==> src/hw/rtl/lppd_pkg.sv <==
// ----------------------------------------------------------------------------
// lppd_pkg
// Shared types and constants of the length-prefixed packet deframer.
// ----------------------------------------------------------------------------
package lppd_pkg;

  // Frame layout: key id, message id, then a 32-bit payload length
  localparam int unsigned MAX_FRAME_BYTES = 8192;
  localparam int unsigned HDR_BYTES       = 20;
  localparam int unsigned KEY_END         = 8;
  localparam int unsigned MSG_END         = 16;

  localparam int unsigned HDR_CNT_W = 5;

  // Reset value of the payload limit register
  localparam logic [15:0] MAX_PAYLOAD_RST = 16'(MAX_FRAME_BYTES - HDR_BYTES);

  // One result request as it leaves the deframer
  typedef struct packed {
    logic [63:0] key_id;
    logic [63:0] msg_id;
    logic [31:0] payload_len;
    logic [7:0]  payload_byte;
    logic        byte_valid;
    logic        last;
    logic        length_error;
  } lppd_result_t;

endpackage

==> src/hw/rtl/lppd_if.sv <==
// ----------------------------------------------------------------------------
// lppd byte and packet channels
// Valid/ready channels for the received byte stream and the deframed results.
// ----------------------------------------------------------------------------
interface lppd_byte_if;
  logic       valid;
  logic       ready;
  logic [7:0] in_byte;

  modport source (output valid, output in_byte, input ready);
  modport sink   (input valid, input in_byte, output ready);
endinterface

interface lppd_pkt_if;
  logic        valid;
  logic        ready;
  logic [63:0] key_id;
  logic [63:0] msg_id;
  logic [31:0] payload_len;
  logic [7:0]  payload_byte;
  logic        byte_valid;
  logic        last;
  logic        length_error;

  modport source (output valid, output key_id, output msg_id, output payload_len,
                  output payload_byte, output byte_valid, output last,
                  output length_error, input ready);
  modport sink   (input valid, input key_id, input msg_id, input payload_len,
                  input payload_byte, input byte_valid, input last,
                  input length_error, output ready);
endinterface

==> src/hw/rtl/lppd_out_buf.sv <==
// ----------------------------------------------------------------------------
// lppd_out_buf
// Two-entry result buffer: decouples the parser from output back-pressure.
// ----------------------------------------------------------------------------
module lppd_out_buf (
  input  logic                  clk_i,
  input  logic                  rst_ni,
  input  logic                  push_i,
  input  lppd_pkg::lppd_result_t push_data_i,
  output logic                  space_o,
  output logic                  valid_o,
  input  logic                  pop_i,
  output lppd_pkg::lppd_result_t data_o
);
  import lppd_pkg::*;

  lppd_result_t mem_q [2];
  logic         wptr_q, wptr_d;
  logic         rptr_q, rptr_d;
  logic [1:0]   count_q, count_d;
  logic         do_pop;

  assign do_pop  = pop_i && (count_q != 2'd0);
  assign space_o = (count_q != 2'd2);
  assign valid_o = (count_q != 2'd0);
  assign data_o  = mem_q[rptr_q];

  // Advance pointers and fill level
  always_comb begin
    wptr_d  = push_i ? ~wptr_q : wptr_q;
    rptr_d  = do_pop ? ~rptr_q : rptr_q;
    count_d = count_q;
    if (push_i && !do_pop) begin
      count_d = count_q + 2'd1;
    end else if (!push_i && do_pop) begin
      count_d = count_q - 2'd1;
    end
  end

  always_ff @(posedge clk_i or negedge rst_ni) begin
    if (!rst_ni) begin
      wptr_q  <= 1'b0;
      rptr_q  <= 1'b0;
      count_q <= 2'd0;
    end else begin
      wptr_q  <= wptr_d;
      rptr_q  <= rptr_d;
      count_q <= count_d;
    end
  end

  // Store the pushed request
  always_ff @(posedge clk_i) begin
    if (push_i) begin
      mem_q[wptr_q] <= push_data_i;
    end
  end

endmodule

==> src/hw/rtl/length_prefixed_packet_deframer.sv <==
// ----------------------------------------------------------------------------
// length_prefixed_packet_deframer
// Gathers a 20-byte big-endian header (key id, message id, length) and
// streams the payload bytes that follow, tagged with the header fields.
// ----------------------------------------------------------------------------
// Channel   Dir  Handshake     Payload
// in_i      in   valid/ready   in_byte
// out_o     out  valid/ready   key_id, msg_id, payload_len, payload_byte,
//                              byte_valid, last, length_error
// cfg       in   cfg_we_i      cfg_wdata_i (max_payload)
//
// One byte is accepted per cycle while the output buffer has space; a result
// is ready in the buffer the cycle after its byte is taken. The 2-entry output
// buffer sets the figure: input ready drops only while both entries are full.
// Reset clears the parser to expect a header and sets max_payload to 8172.
// A stalled output holds its request; the parser stops when the buffer fills.
// ----------------------------------------------------------------------------
module length_prefixed_packet_deframer (
  input  logic              clk_i,
  input  logic              rst_ni,
  lppd_byte_if.sink         in_i,
  lppd_pkt_if.source        out_o,
  input  logic              cfg_we_i,
  input  logic [15:0]       cfg_wdata_i
);
  import lppd_pkg::*;

  logic [15:0]          max_pay_q;
  logic [HDR_CNT_W-1:0] hdr_cnt_q, hdr_cnt_d;
  logic [63:0]          key_q, key_d;
  logic [63:0]          msg_q, msg_d;
  logic [31:0]          len_q, len_d;
  logic [31:0]          left_q, left_d;
  logic                 in_pay_q, in_pay_d;

  logic                 accept;
  logic                 res_push;
  lppd_result_t         res;
  logic                 buf_space;
  logic                 buf_valid;
  lppd_result_t         buf_data;

  assign in_i.ready = buf_space;
  assign accept     = in_i.valid && buf_space;

  // Hold the payload limit register
  always_ff @(posedge clk_i or negedge rst_ni) begin
    if (!rst_ni) begin
      max_pay_q <= MAX_PAYLOAD_RST;
    end else if (cfg_we_i) begin
      max_pay_q <= cfg_wdata_i;
    end
  end

  // Parse one byte: shift header in, or count down the payload
  always_comb begin
    hdr_cnt_d = hdr_cnt_q;
    key_d     = key_q;
    msg_d     = msg_q;
    len_d     = len_q;
    left_d    = left_q;
    in_pay_d  = in_pay_q;
    res_push  = 1'b0;
    res       = '0;
    if (accept) begin
      if (in_pay_q) begin
        left_d           = left_q - 32'd1;
        res_push         = 1'b1;
        res.payload_byte = in_i.in_byte;
        res.byte_valid   = 1'b1;
        res.last         = (left_q == 32'd1);
        if (left_q == 32'd1) begin
          in_pay_d  = 1'b0;
          hdr_cnt_d = '0;
        end
      end else begin
        if (hdr_cnt_q < HDR_CNT_W'(KEY_END)) begin
          key_d = {key_q[55:0], in_i.in_byte};
        end else if (hdr_cnt_q < HDR_CNT_W'(MSG_END)) begin
          msg_d = {msg_q[55:0], in_i.in_byte};
        end else begin
          len_d = {len_q[23:0], in_i.in_byte};
        end
        hdr_cnt_d = hdr_cnt_q + HDR_CNT_W'(1);
        // Last header byte: flag oversize, report empty, or enter payload
        if (hdr_cnt_q == HDR_CNT_W'(HDR_BYTES - 1)) begin
          hdr_cnt_d = '0;
          if (len_d > {16'd0, max_pay_q}) begin
            res_push         = 1'b1;
            res.last         = 1'b1;
            res.length_error = 1'b1;
          end else if (len_d == 32'd0) begin
            res_push = 1'b1;
            res.last = 1'b1;
          end else begin
            left_d   = len_d;
            in_pay_d = 1'b1;
          end
        end
      end
    end
    res.key_id      = key_d;
    res.msg_id      = msg_d;
    res.payload_len = len_d;
  end

  always_ff @(posedge clk_i or negedge rst_ni) begin
    if (!rst_ni) begin
      hdr_cnt_q <= '0;
      key_q     <= '0;
      msg_q     <= '0;
      len_q     <= '0;
      left_q    <= '0;
      in_pay_q  <= 1'b0;
    end else begin
      hdr_cnt_q <= hdr_cnt_d;
      key_q     <= key_d;
      msg_q     <= msg_d;
      len_q     <= len_d;
      left_q    <= left_d;
      in_pay_q  <= in_pay_d;
    end
  end

  // Buffer results toward the output channel
  lppd_out_buf u_out_buf (
    .clk_i       (clk_i),
    .rst_ni      (rst_ni),
    .push_i      (res_push),
    .push_data_i (res),
    .space_o     (buf_space),
    .valid_o     (buf_valid),
    .pop_i       (out_o.ready),
    .data_o      (buf_data)
  );

  assign out_o.valid        = buf_valid;
  assign out_o.key_id       = buf_data.key_id;
  assign out_o.msg_id       = buf_data.msg_id;
  assign out_o.payload_len  = buf_data.payload_len;
  assign out_o.payload_byte = buf_data.payload_byte;
  assign out_o.byte_valid   = buf_data.byte_valid;
  assign out_o.last         = buf_data.last;
  assign out_o.length_error = buf_data.length_error;

endmodule

==> src/flat_wrapper.sv <==
// flat-port wrapper written by rule: the top's interface ports become plain ports
module length_prefixed_packet_deframer_flat import lppd_pkg::*;
  (clk_i, rst_ni, cfg_we_i, cfg_wdata_i, in_i_valid, in_i_in_byte, in_i_ready, out_o_valid, out_o_key_id, out_o_msg_id, out_o_payload_len, out_o_payload_byte, out_o_byte_valid, out_o_last, out_o_length_error, out_o_ready);
  lppd_byte_if in_i_i ();
  lppd_pkt_if out_o_i ();
  input  logic clk_i;
  input  logic rst_ni;
  input  logic cfg_we_i;
  input  logic [15:0] cfg_wdata_i;
  input wire logic [$bits(in_i_i.valid)-1:0] in_i_valid;
  input wire logic [$bits(in_i_i.in_byte)-1:0] in_i_in_byte;
  output wire logic [$bits(in_i_i.ready)-1:0] in_i_ready;
  output wire logic [$bits(out_o_i.valid)-1:0] out_o_valid;
  output wire logic [$bits(out_o_i.key_id)-1:0] out_o_key_id;
  output wire logic [$bits(out_o_i.msg_id)-1:0] out_o_msg_id;
  output wire logic [$bits(out_o_i.payload_len)-1:0] out_o_payload_len;
  output wire logic [$bits(out_o_i.payload_byte)-1:0] out_o_payload_byte;
  output wire logic [$bits(out_o_i.byte_valid)-1:0] out_o_byte_valid;
  output wire logic [$bits(out_o_i.last)-1:0] out_o_last;
  output wire logic [$bits(out_o_i.length_error)-1:0] out_o_length_error;
  input wire logic [$bits(out_o_i.ready)-1:0] out_o_ready;
  assign in_i_i.valid = in_i_valid;
  assign in_i_i.in_byte = in_i_in_byte;
  assign in_i_ready = in_i_i.ready;
  assign out_o_valid = out_o_i.valid;
  assign out_o_key_id = out_o_i.key_id;
  assign out_o_msg_id = out_o_i.msg_id;
  assign out_o_payload_len = out_o_i.payload_len;
  assign out_o_payload_byte = out_o_i.payload_byte;
  assign out_o_byte_valid = out_o_i.byte_valid;
  assign out_o_last = out_o_i.last;
  assign out_o_length_error = out_o_i.length_error;
  assign out_o_i.ready = out_o_ready;
  length_prefixed_packet_deframer u_core (.clk_i(clk_i), .rst_ni(rst_ni), .in_i(in_i_i), .out_o(out_o_i), .cfg_we_i(cfg_we_i), .cfg_wdata_i(cfg_wdata_i));
endmodule
==> config.mk <==
export PLATFORM = sky130hd
export DESIGN_NAME = length_prefixed_packet_deframer_flat
export DESIGN_NICKNAME = d
export VERILOG_FILES = /design/src/hw/rtl/lppd_pkg.sv /design/src/hw/rtl/lppd_if.sv /design/src/hw/rtl/lppd_out_buf.sv /design/src/hw/rtl/length_prefixed_packet_deframer.sv /design/src/flat_wrapper.sv
export SDC_FILE = /design/constraint.sdc
export NUM_CORES = 1
export LEC_CHECK = 0
export CAP_MARGIN = 20
export CORE_UTILIZATION = 34
export DETAILED_ROUTE_END_ITERATION = 8
export DONT_BUFFER_PORTS = 1
export GPL_TIMING_DRIVEN = 0
export SYNTH_ARGS = -nofsm -noshare
export SYNTH_HDL_FRONTEND = slang
export SYNTH_SLANG_ARGS = --single-unit
==> constraint.sdc <==
create_clock -name clk_i -period 17.6 [get_ports clk_i]
set_clock_uncertainty 0.05 [all_clocks]
set_input_delay 0 -clock clk_i [delete_from_list [all_inputs] [get_ports clk_i]]
set_output_delay 0 -clock clk_i [all_outputs]
set_load 0.02 [all_outputs]
# After elaboration in Yosys (flattened, before gate mapping)
# Memory sizes are Yosys's and may differ from the RTL's.
# Cells that the tools add are included.
# totals
word_cells	78
input_bits	29
ramBits	342
mem_count	1
out_inout_bits	173
register_bits	218
# op_classes
bitwise	2
n_addsub	4
reduce_logical	12
order_cmp	3
mux	40
n_eq_ne	6
# memory_table
name	words	word_bits	read_ports	rd_clocked_by_memory_dff	write_ports	line	source
u_core.u_out_buf.mem_q	2	171	1	0	1	lppd_out_buf.sv:17	lppd_result_t mem_q [2];
# op_table
cell	count
$mux 64	7
$mux 32	10
$eq 32x1->1 const B	1
$gt 32x16->1	1
$logic_not 32->1	1
$sub 32x1->32 const B	1
$mux 1	15
$mux 5	3
$mux 11	1
$mux 9	1
$mux 2	3
$reduce_bool 2->1	3
$add 5x1->5 const B	1
$eq 5x5->1 const B	1
$lt 5x4->1 const B	1
$lt 5x5->1 const B	1
$logic_and 1x1->1	4
$ne 2x1->1 const B	2
$ne 2x2->1 const B	2
$reduce_and 4->1	1
$add 2x1->2 const B	1
$logic_not 1->1	2
$not 1->1	2
$reduce_and 2->1	1
$sub 2x1->2 const B	1

# Logic depth before layout (Yosys ltp)
# Gate-level depths: netlist of run 1.
# depth
ltp_word	15
mapped_depth	19
ltp_nobuf	14

# By module
# Synthesis of run 1 repeated with hierarchy kept, for this count alone.
# unflattened
cells_unflattened	1392
hier_area_um2	22704.3
# by_module_without_submodules
module	area_per_inst_um2	cells_each	instances	seq_area_each_um2
lppd_out_buf	12842.3	548	1	10369.9
length_prefixed_packet_deframer	9862.0	844	1	5367.6

# Least setup slack after synthesis of run 1
# No wires, ideal clock.
# synth_timing
kind	flip-flop to flip-flop
startpoint	register u_core.hdr_cnt_q[4]
endpoint	memory u_core.u_out_buf.mem_q[0][0] (netlist bit), enable pin
stages_incl_launch_ff	15
period_less_slack_ns	11.015
t_arrival_ns	10.261
n_path_buf	5
required_ns	16.846
setup_time_ns	0.704
path_slack_ns	6.585
path_cell_list	dfrtp_1 > buf_2 > buf_2 > buf_2 > buf_1 > mux2i_1 > inv_1 > ha_1 > nand4_1 > a2111oi_0 > nor3_1 > o211a_1 > buf_2 > a21o_1 > nor2_1
# synth_via
elab_chain_cells	13
elab_cells_between_ends	16
classes_between	order compare: 3; eq/ne: 1; mux: 11; reduce/logical: 1
# synth_lines
item	line	source
start, declared	length_prefixed_packet_deframer.sv:29	logic [HDR_CNT_W-1:0] hdr_cnt_q, hdr_cnt_d;
start signal, assigned	length_prefixed_packet_deframer.sv:116	hdr_cnt_q <= hdr_cnt_d;
parallel branches: the longest is 8 deep, another holds $gt 32x16->1	n/a	
$mux 1 (*)	length_prefixed_packet_deframer.sv:86	if (hdr_cnt_q == HDR_CNT_W'(HDR_BYTES - 1)) begin
$mux 1 (*)	length_prefixed_packet_deframer.sv:66	if (in_pay_q) begin
$mux 1 (*)	length_prefixed_packet_deframer.sv:65	if (accept) begin
$mux 1 (*)	lppd_out_buf.sv:54	if (push_i) begin
$mux 1 (not written as such) (*)	lppd_out_buf.sv:55	mem_q[wptr_q] <= push_data_i;
end, declared	lppd_out_buf.sv:17	
# Mark *: on every way between the ends. The select of a mux whose other input is x is not followed.

# Worst setup path after layout of run 1
# layout_timing
startpoint	register u_core.hdr_cnt_q[4]
endpoint	memory u_core.u_out_buf.mem_q[1][44] (netlist bit), enable pin
# layout_via
elab_chain_cells	13
elab_cells_between_ends	16
classes_between	order compare: 3; eq/ne: 1; mux: 11; reduce/logical: 1
# layout_lines
item	line	source
parallel branches: the longest is 8 deep, another holds $gt 32x16->1	n/a	
$mux 1 (*)	length_prefixed_packet_deframer.sv:86	
$mux 1 (*)	length_prefixed_packet_deframer.sv:66	
$mux 1 (*)	length_prefixed_packet_deframer.sv:65	
via u_core.res_push	length_prefixed_packet_deframer.sv:37	logic res_push;
$mux 1 (*)	lppd_out_buf.sv:54	
$mux 1 (not written as such) (*)	lppd_out_buf.sv:55	
# Mark *: on every way through the listed nets, which the timed path passes. The select of a mux whose other input is x is not followed.

==> out/qor.csv, run 1 <==
stage,metric,value,unit
synthesis,Post-synth EDFFs,342,
clock_network,"Clk Latency, worst-skew pair",0.63,ns
die,starting density of the core,34.5,%
place,DP HPWL,35600,um
clock_network,CTS Buf Count,58,
grt,first-pass GRT wire length,81900,um
routing,Iter 0 DRT Violations,686,
synthesis,register area share after synthesis,70.6,%
sta,RSZ-0062 raised after global routing,no,
sta,crit path time final,6.17,ns
grt,vias in the first global route,12560,
routing,vias per cell,4.98,
grt,total track usage,16.4,%
power_and_ir_drop,P_int,2790,uW
clock_network,TritonCTS clock tree,yes,
power_and_ir_drop,peak supply drop,0.0843,mV
routing,Final ANT Viol Nets,0,
power_and_ir_drop,Pwr Density,156,mW/mm2
worst_setup_path,largest fanout on the critical path,59,
die,I/O pins,202,
worst_setup_path,Critical-path top delay cell,nor3_1,
routing,DRT Wirelength,54400,um
clock_network,clock root cell,clkbuf_16,
job,maxcap violations,0,
synthesis,most common cell in the synthesized netlist,edfxtp_1,
routing,DR pass1 iterations,7,
worst_setup_path,worst path arrival time,6.45,ns
clock_network,Max H-tree Level,2,
worst_setup_path,"delay-heaviest family, CP",buffers and inverters,
clock_network,Clock Pin Slew Worst Setup and Hold Paths,0.07,ns
sta,final hold violations,0,
sta,Final period util,35.0,%
place,pre-CTS WS,11.36,ns
worst_setup_path,CP max stage delay,0.68,ns
synthesis,post-synthesis async set-or-reset flop share,38.9,%
final_layout,layout cell share with drive strength beyond 1,30.0,%
routing,DRC,0,
final_layout,synthesis-to-layout area growth,17.8,%
power_and_ir_drop,LEAKAGE,0.00976,uW
synthesis,Synthesis Warnings,0,
routing,vias,12012,
worst_setup_path,"Top cell by count, worst path",buf_2,
clock_network,CTS Sinks,560,
worst_setup_path,CP Capture Type,flop,
sta,fin. max-slew vios,0,
worst_hold_path,Hold Path Class,primary input to asynchronous set/reset pin,
synthesis,Synth Register Bits,560,
die,Die Height,258,um
synthesis,Commonest cells post-synth,"edfxtp_1 (342), mux2_2 (311), dfrtp_1 (208)",
worst_setup_path,CP cell instances,"buf_2, buf_2, buf_2, buf_1, mux2i_1, inv_1, ha_1, nand4_1, nor2_1, a221o_1, nor3_1, o211a_1, buf_2, a21o_1, inv_2, and2_4, buf_16, buf_16",
sta,setup TNS,0,ns
final_layout,nets,1551,
sta,Final setup viols,0,
grt,largest net degree at the start of global routing,219,
die,num rows,93,
sta,Max-slew headroom,8.99,%
routing,routed len/inst,22.6,um
die,Core ar.,0.0646,mm2
grt,initial antenna violation count,8,
synthesis,biggest area consumer among synthesized cells,edfxtp_1,
place,port buffer count,0,
worst_setup_path,data required time at the worst endpoint,17.88,ns
synthesis,Synth area leaders,"edfxtp_1 (46%), dfrtp_1 (23%), mux2_2 (16%)",
grt,total grt overflow,0,
synthesis,Synth cell types,69,
clock_network,Max Buffers Root-to-Sink,3,
power_and_ir_drop,Sw Share,32.0,%
sta,Max Freq,0.162,GHz
die,DIE AREA,0.0666,mm2
worst_setup_path,CP Launch Type,flop,
power_and_ir_drop,Reg power frac,43.5,%
power_and_ir_drop,sw power,1310,uW
synthesis,synthesized cell area,0.0223,mm2
die,Die W,258,um
run_status,outcome,finished clean,
power_and_ir_drop,Gate power share,25.4,%
synthesis,"Primary FF master, synth",edfxtp_1,
synthesis,Yosys top cell area share,46.1,%
sta,worst setup margin,11.43,ns
power_and_ir_drop,clock power share,31.0,%
worst_setup_path,WP buf/inv,9,
place,Final Wtd Congestion,0.874,
sta,Worst-Margin Slew,1.37,ns
synthesis,Post-Syn Instances,1372,
synthesis,Avg Inst Size Synth,16.2,um2
worst_setup_path,Crit Path Category,flop to flop,
clock_network,post-CTS sizing,0,
synthesis,post-synth net total,1421,
==> power groups by stage <==
stage          clock network (uW)  registers, uW  logic, uW
2_1_floorplan                   0           1770        771
3_3_place_gp                    0           1820       1000
3_5_place_dp                    0           1810       1030
4_1_cts                      1310           1780       1070
5_1_grt                      1360           1800       1120
6_report                     1270           1780       1040
==> cells in the final DEF (no fill, tap or decap), types with 31 or more instances in the layout <==
cell | synthesis | routed
clkbuf_1 | 41 | 46
edfxtp_1 | 342 | 342
o21ai_0 | 31 | 31
a21oi_1 | 40 | 40
mux2_2 | 311 | 311
clkbuf_16 | 0 | 58
dlygate4sd3_1 | 0 | 59
nor2_1 | 41 | 40
inv_1 | 32 | 32
nand2_1 | 51 | 51
dfrtp_1 | 208 | 208
==> registers in the layout (all words and copies together), names as in the netlist <==
| register | count |
|---|---|
| u_core.hdr_cnt_q | 5 |
| u_core.in_pay_q | 1 |
| u_core.key_q | 64 |
| u_core.left_q | 32 |
| u_core.len_q | 32 |
| u_core.max_pay_q | 16 |
| u_core.msg_q | 64 |
| u_core.u_out_buf.count_q | 2 |
| u_core.u_out_buf.mem_q | 342 |
| u_core.u_out_buf.rptr_q | 1 |
| u_core.u_out_buf.wptr_q | 1 |
==> cell type report <==
| class | count | area (um2) |
|---|---|---|
| Clock inverter | 44 | 519 |
| Antenna cell | 3 | 7.51 |
| Sequential cell | 560 | 15700 |
| Timing Repair Buffer | 70 | 848 |
| Multi-Input combinational cell | 719 | 6190 |
| Inverter | 34 | 128 |
| Clock buffer | 66 | 1510 |
| Buffer | 59 | 245 |
| Fill cell | 5826 | 38300 |
| Tap cell | 855 | 1070 |
==> logic make-up after synthesis <==
group / Yosys count / synth area share [%]
buf+inv: 93 / 1.67
fa+ha+maj: 20 / 1.12
xor+xnor: 5 / 0.197
flops: 560 / 70.6
mux: 350 / 17.6
simple gates: 198 / 4.75
compound gates: 146 / 4.05
==> stage by stage <==
step / total power, uW / instances / area (um2) / utilization, % / hold slack, ns
after floorplan: 2540 / 1372 / 22300 / - / -0.346
after global placement: 2820 / 2227 / 23300 / 36.2 / -0.319
after detailed placement: 2840 / 2237 / 23600 / 36.5 / -0.319
after CTS: 4160 / 2407 / 26200 / 40.6 / 0.125
after global routing: 4280 / 2409 / 26300 / 40.7 / 0.152
final: 4100 / 2410 / 26300 / 40.7 / 0.0902
==> path summary, 6_finish.rpt <==
path	start	endpoint	slack (ns)	depth (start not counted)
max	u_core.hdr_cnt_q[4]	u_core.u_out_buf.mem_q[1][44]	11.43	18
min	rst_ni	u_core.len_q[16]	0.09	2
max reg2reg	u_core.hdr_cnt_q[4]	u_core.u_out_buf.mem_q[1][44]	11.43	18
min reg2reg	u_core.left_q[30]	u_core.left_q[30]	0.45	2
max in group asynchronous	rst_ni	u_core.msg_q[40]	16.30	2
min in group clk_i	out_o_ready	u_core.u_out_buf.rptr_q	0.17	3
==> layer usage <==
layer / routed length (um) / track usage, %
met1: 23300 / 20.9
met2: 26500 / 27.4
met3: 3330 / 4.45
met4: 1180 / 4.21
met5: 63 / 0
==> repair_timing <==
action | in CTS | in global routing
setup endpoints to repair | 0 | 0
hold buffers | 60 | 0
endpoints found under the hold margin | 354 | 0
setup buffers | 0 | 0
No activity file was read; power rests on OpenSTA's default activity.
==> inputs of run 2 (changes only) <==
==> constraint.sdc (replaced) <==
create_clock -name clk_i -period 5.4 [get_ports clk_i]
set_clock_uncertainty 0.05 [all_clocks]
set_input_delay 0 -clock clk_i [delete_from_list [all_inputs] [get_ports clk_i]]
set_output_delay 0 -clock clk_i [all_outputs]
set_load 0.02 [all_outputs]
==> run 2 against run 1 <==
  * Sequential share of layout area decreased by 0.69 points
  * Critical endpoint is now u_core.u_out_buf.mem_q[1][77]
  * First-iteration DRC count increased by 3.6%
  * Via count increased by 0.38%
  * Routed wire length increased by 0.26%
  * Fmax increased by 28%
  * Die area unchanged
  * Largest cell class unchanged
  * Count of clock-buffer cells in the layout increased by 6
  * Worst hold slack got worse by 0.0025 ns
  * Flip-flop and latch count unchanged
  * Combinational power increased to 3.3 times the previous value
  * Sequential power increased to 3.3 times the previous value
  * Critical path type unchanged
==> out/qor.csv, run 2 (synthesis gave the netlist of run 1 again) <==
stage,metric,value,unit,change
run_status,outcome,finished clean,,
clock_network,"Clk Latency, worst-skew pair",0.63,ns,about the same
grt,first-pass GRT wire length,81300,um,-0.65%
routing,Iter 0 DRT Violations,711,,+3.6%
worst_setup_path,CP Launch Type,flop,,
power_and_ir_drop,peak supply drop,0.294,mV,+250%
sta,Max-slew headroom,11.5,%,+2.6 points
routing,vias,12058,,+0.38%
place,port buffer count,0,,unchanged
clock_network,Max H-tree Level,2,,unchanged
clock_network,post-CTS sizing,0,,unchanged
clock_network,Max Buffers Root-to-Sink,3,,unchanged
final_layout,max FFs per register,342,,unchanged
place,Final Wtd Congestion,0.860,,-1.6%
final_layout,largest reg by FF count,u_core.u_out_buf.mem_q,,
sta,Max Freq,0.208,GHz,+28%
routing,vias per cell,5.00,,+0.22%
clock_network,CTS Sinks,560,,unchanged
sta,Worst-Margin Slew,1.33,ns,-0.0383 ns
clock_network,CTS Hold Bufs,60,,unchanged
worst_setup_path,CP Capture Type,flop,,
die,I/O pins,202,,unchanged
worst_setup_path,worst path arrival time,5.06,ns,-1.39 ns
final_layout,"commonest non-fill, non-tap cells in the layout","edfxtp_1 (342), mux2_2 (310), dfrtp_1 (208)",,
final_layout,Layout Utilization,41.1,%,+0.47 points
sta,RSZ-0062 raised after global routing,no,,
clock_network,CTS Buf Count,60,,+3.4%
final_layout,nets,1553,,+0.13%
grt,vias in the first global route,12503,,-0.45%
routing,DRT Wirelength,54600,um,+0.26%
final_layout,layout cell share with drive strength beyond 1,30.4,%,+0.37 points
final_layout,synthesis-to-layout area growth,19.2,%,
routing,routed len/inst,22.6,um,about the same
clock_network,Setup Buffers After CTS,0,,unchanged
worst_setup_path,worst reg2reg path depth,15,,-3
power_and_ir_drop,Pwr Density,522,mW/mm2,+230%
job,maxcap violations,0,,unchanged
final_layout,Reg area,0.0157,mm2,unchanged
clock_network,TritonCTS clock tree,yes,,
final_layout,top flop regs,"u_core.u_out_buf.mem_q (342), u_core.key_q (64), u_core.msg_q (64)",,
grt,total grt overflow,0,,unchanged
sta,Final setup viols,0,,unchanged
routing,DR pass1 iterations,5,,-2
sta,final hold violations,0,,unchanged
sta,Final period util,89.2,%,+54 points
grt,total track usage,16.3,%,-0.046 points
final_layout,Fillers,5835,,+0.15%
worst_hold_path,Hold Path Class,primary input to asynchronous set/reset pin,,
worst_setup_path,CP startpoint,u_core.hdr_cnt_q[4],,
sta,fin. max-slew vios,0,,unchanged
die,num rows,93,,unchanged
routing,DRC,0,,unchanged
die,Die W,258,um,unchanged
final_layout,"most common cell after layout, fill and taps aside",edfxtp_1,,
worst_setup_path,data required time at the worst endpoint,5.64,ns,-12.24 ns
clock_network,Clock Pin Slew Worst Setup and Hold Paths,0.06,ns,about the same
die,starting density of the core,34.5,%,unchanged
routing,Final ANT Viol Nets,0,,unchanged
power_and_ir_drop,Overall Power,13900,uW,+240%
worst_setup_path,largest fanout on the critical path,58,,-1.7%
final_layout,area occupied by multi-input gates,0.00622,mm2,+0.44%
power_and_ir_drop,LEAKAGE,0.00992,uW,+1.6%
die,Core ar.,0.0646,mm2,unchanged
worst_setup_path,worst r2r src,u_core.hdr_cnt_q[4],,
place,DP HPWL,36000,um,+1.1%
die,DIE AREA,0.0666,mm2,unchanged
clock_network,clock root cell,clkbuf_16,,
worst_setup_path,Crit Path Category,flop to flop,,
grt,largest net degree at the start of global routing,219,,unchanged
sta,crit path time final,4.82,ns,-1.35 ns
die,Die Height,258,um,unchanged
grt,initial antenna violation count,7,,-1
[run 2: cell count changes in the layout (fill, tap and decap cells not counted), moves of 2 or more]
cell,delta
clkinv_1,-3
clkinv_2,-3
clkinvlp_4,-6
buf_12,-3
inv_6,+3
clkbuf_16,+2
clkbuf_1,+4
buf_16,+2
buf_6,+4
buf_2,-3
bufinv_16,+8
[run 2: metrics by stage]
stage	setup WS [ns]	TNS (ns)	cell area [um2]	hold slack (ns)	instances
after floorplan	-0.175	-29.90	22400	-0.346	1372
after CTS	0.430	0	26500	0.155	2410
after detailed placement	0.420	0	23700	-0.325	2236
final	0.582	0	26600	0.0877	2414
after global routing	0.289	0	26600	0.206	2412
after global placement	-2.57	-752.94	23400	-0.321	2227
[run 2: per-layer routing]
metal	GRT usage, %	wire [um]
met1	21.4	23600
met2	27.2	26600
met3	3.40	2850
met4	5.03	1510
met5	0	44
[run 2: where the power goes]
| part | switching, uW | internal (uW) | leakage, uW |
|---|---|---|---|
| clock network | 1760 | 2870 | 0.00110 |
| logic | 2200 | 1240 | 0.00298 |
| registers | 371 | 5440 | 0.00584 |
[run 2: final timing paths]
check | slack (ns) | end
max reg2reg | 0.58 | u_core.u_out_buf.mem_q[1][77]
min in group clk_i | 0.18 | u_core.u_out_buf.rptr_q
max | 0.58 | u_core.u_out_buf.mem_q[1][77]
min | 0.09 | u_core.len_q[27]
max in group asynchronous | 4.13 | u_core.msg_q[16]
min reg2reg | 0.45 | u_core.left_q[30]
[run 2: area by class of cell]
cell class	instances	share of cell area (%)
Tap cell	855	4.03
Inverter	34	0.480
Clock inverter	42	2.62
Timing Repair Buffer	70	3.19
Multi-Input combinational cell	719	23.4
Buffer	59	1.06
Clock buffer	72	5.94
Antenna cell	3	0.0283
Sequential cell	560	59.3
[run 2: worst max-delay path, stage by stage, from the launching register on]
cell and delay [ns]:
dfrtp_1 0.34, buf_6 0.16, buf_6 0.19, buf_8 0.17, mux2i_1 0.49, inv_1 0.12
ha_1 0.34, nand4_1 0.21, a2111oi_2 0.33, nor3_2 0.17, o211a_1 0.24, buf_6 0.15
a21o_1 0.23, inv_2 0.08, and2_4 0.72, buf_16 0.36
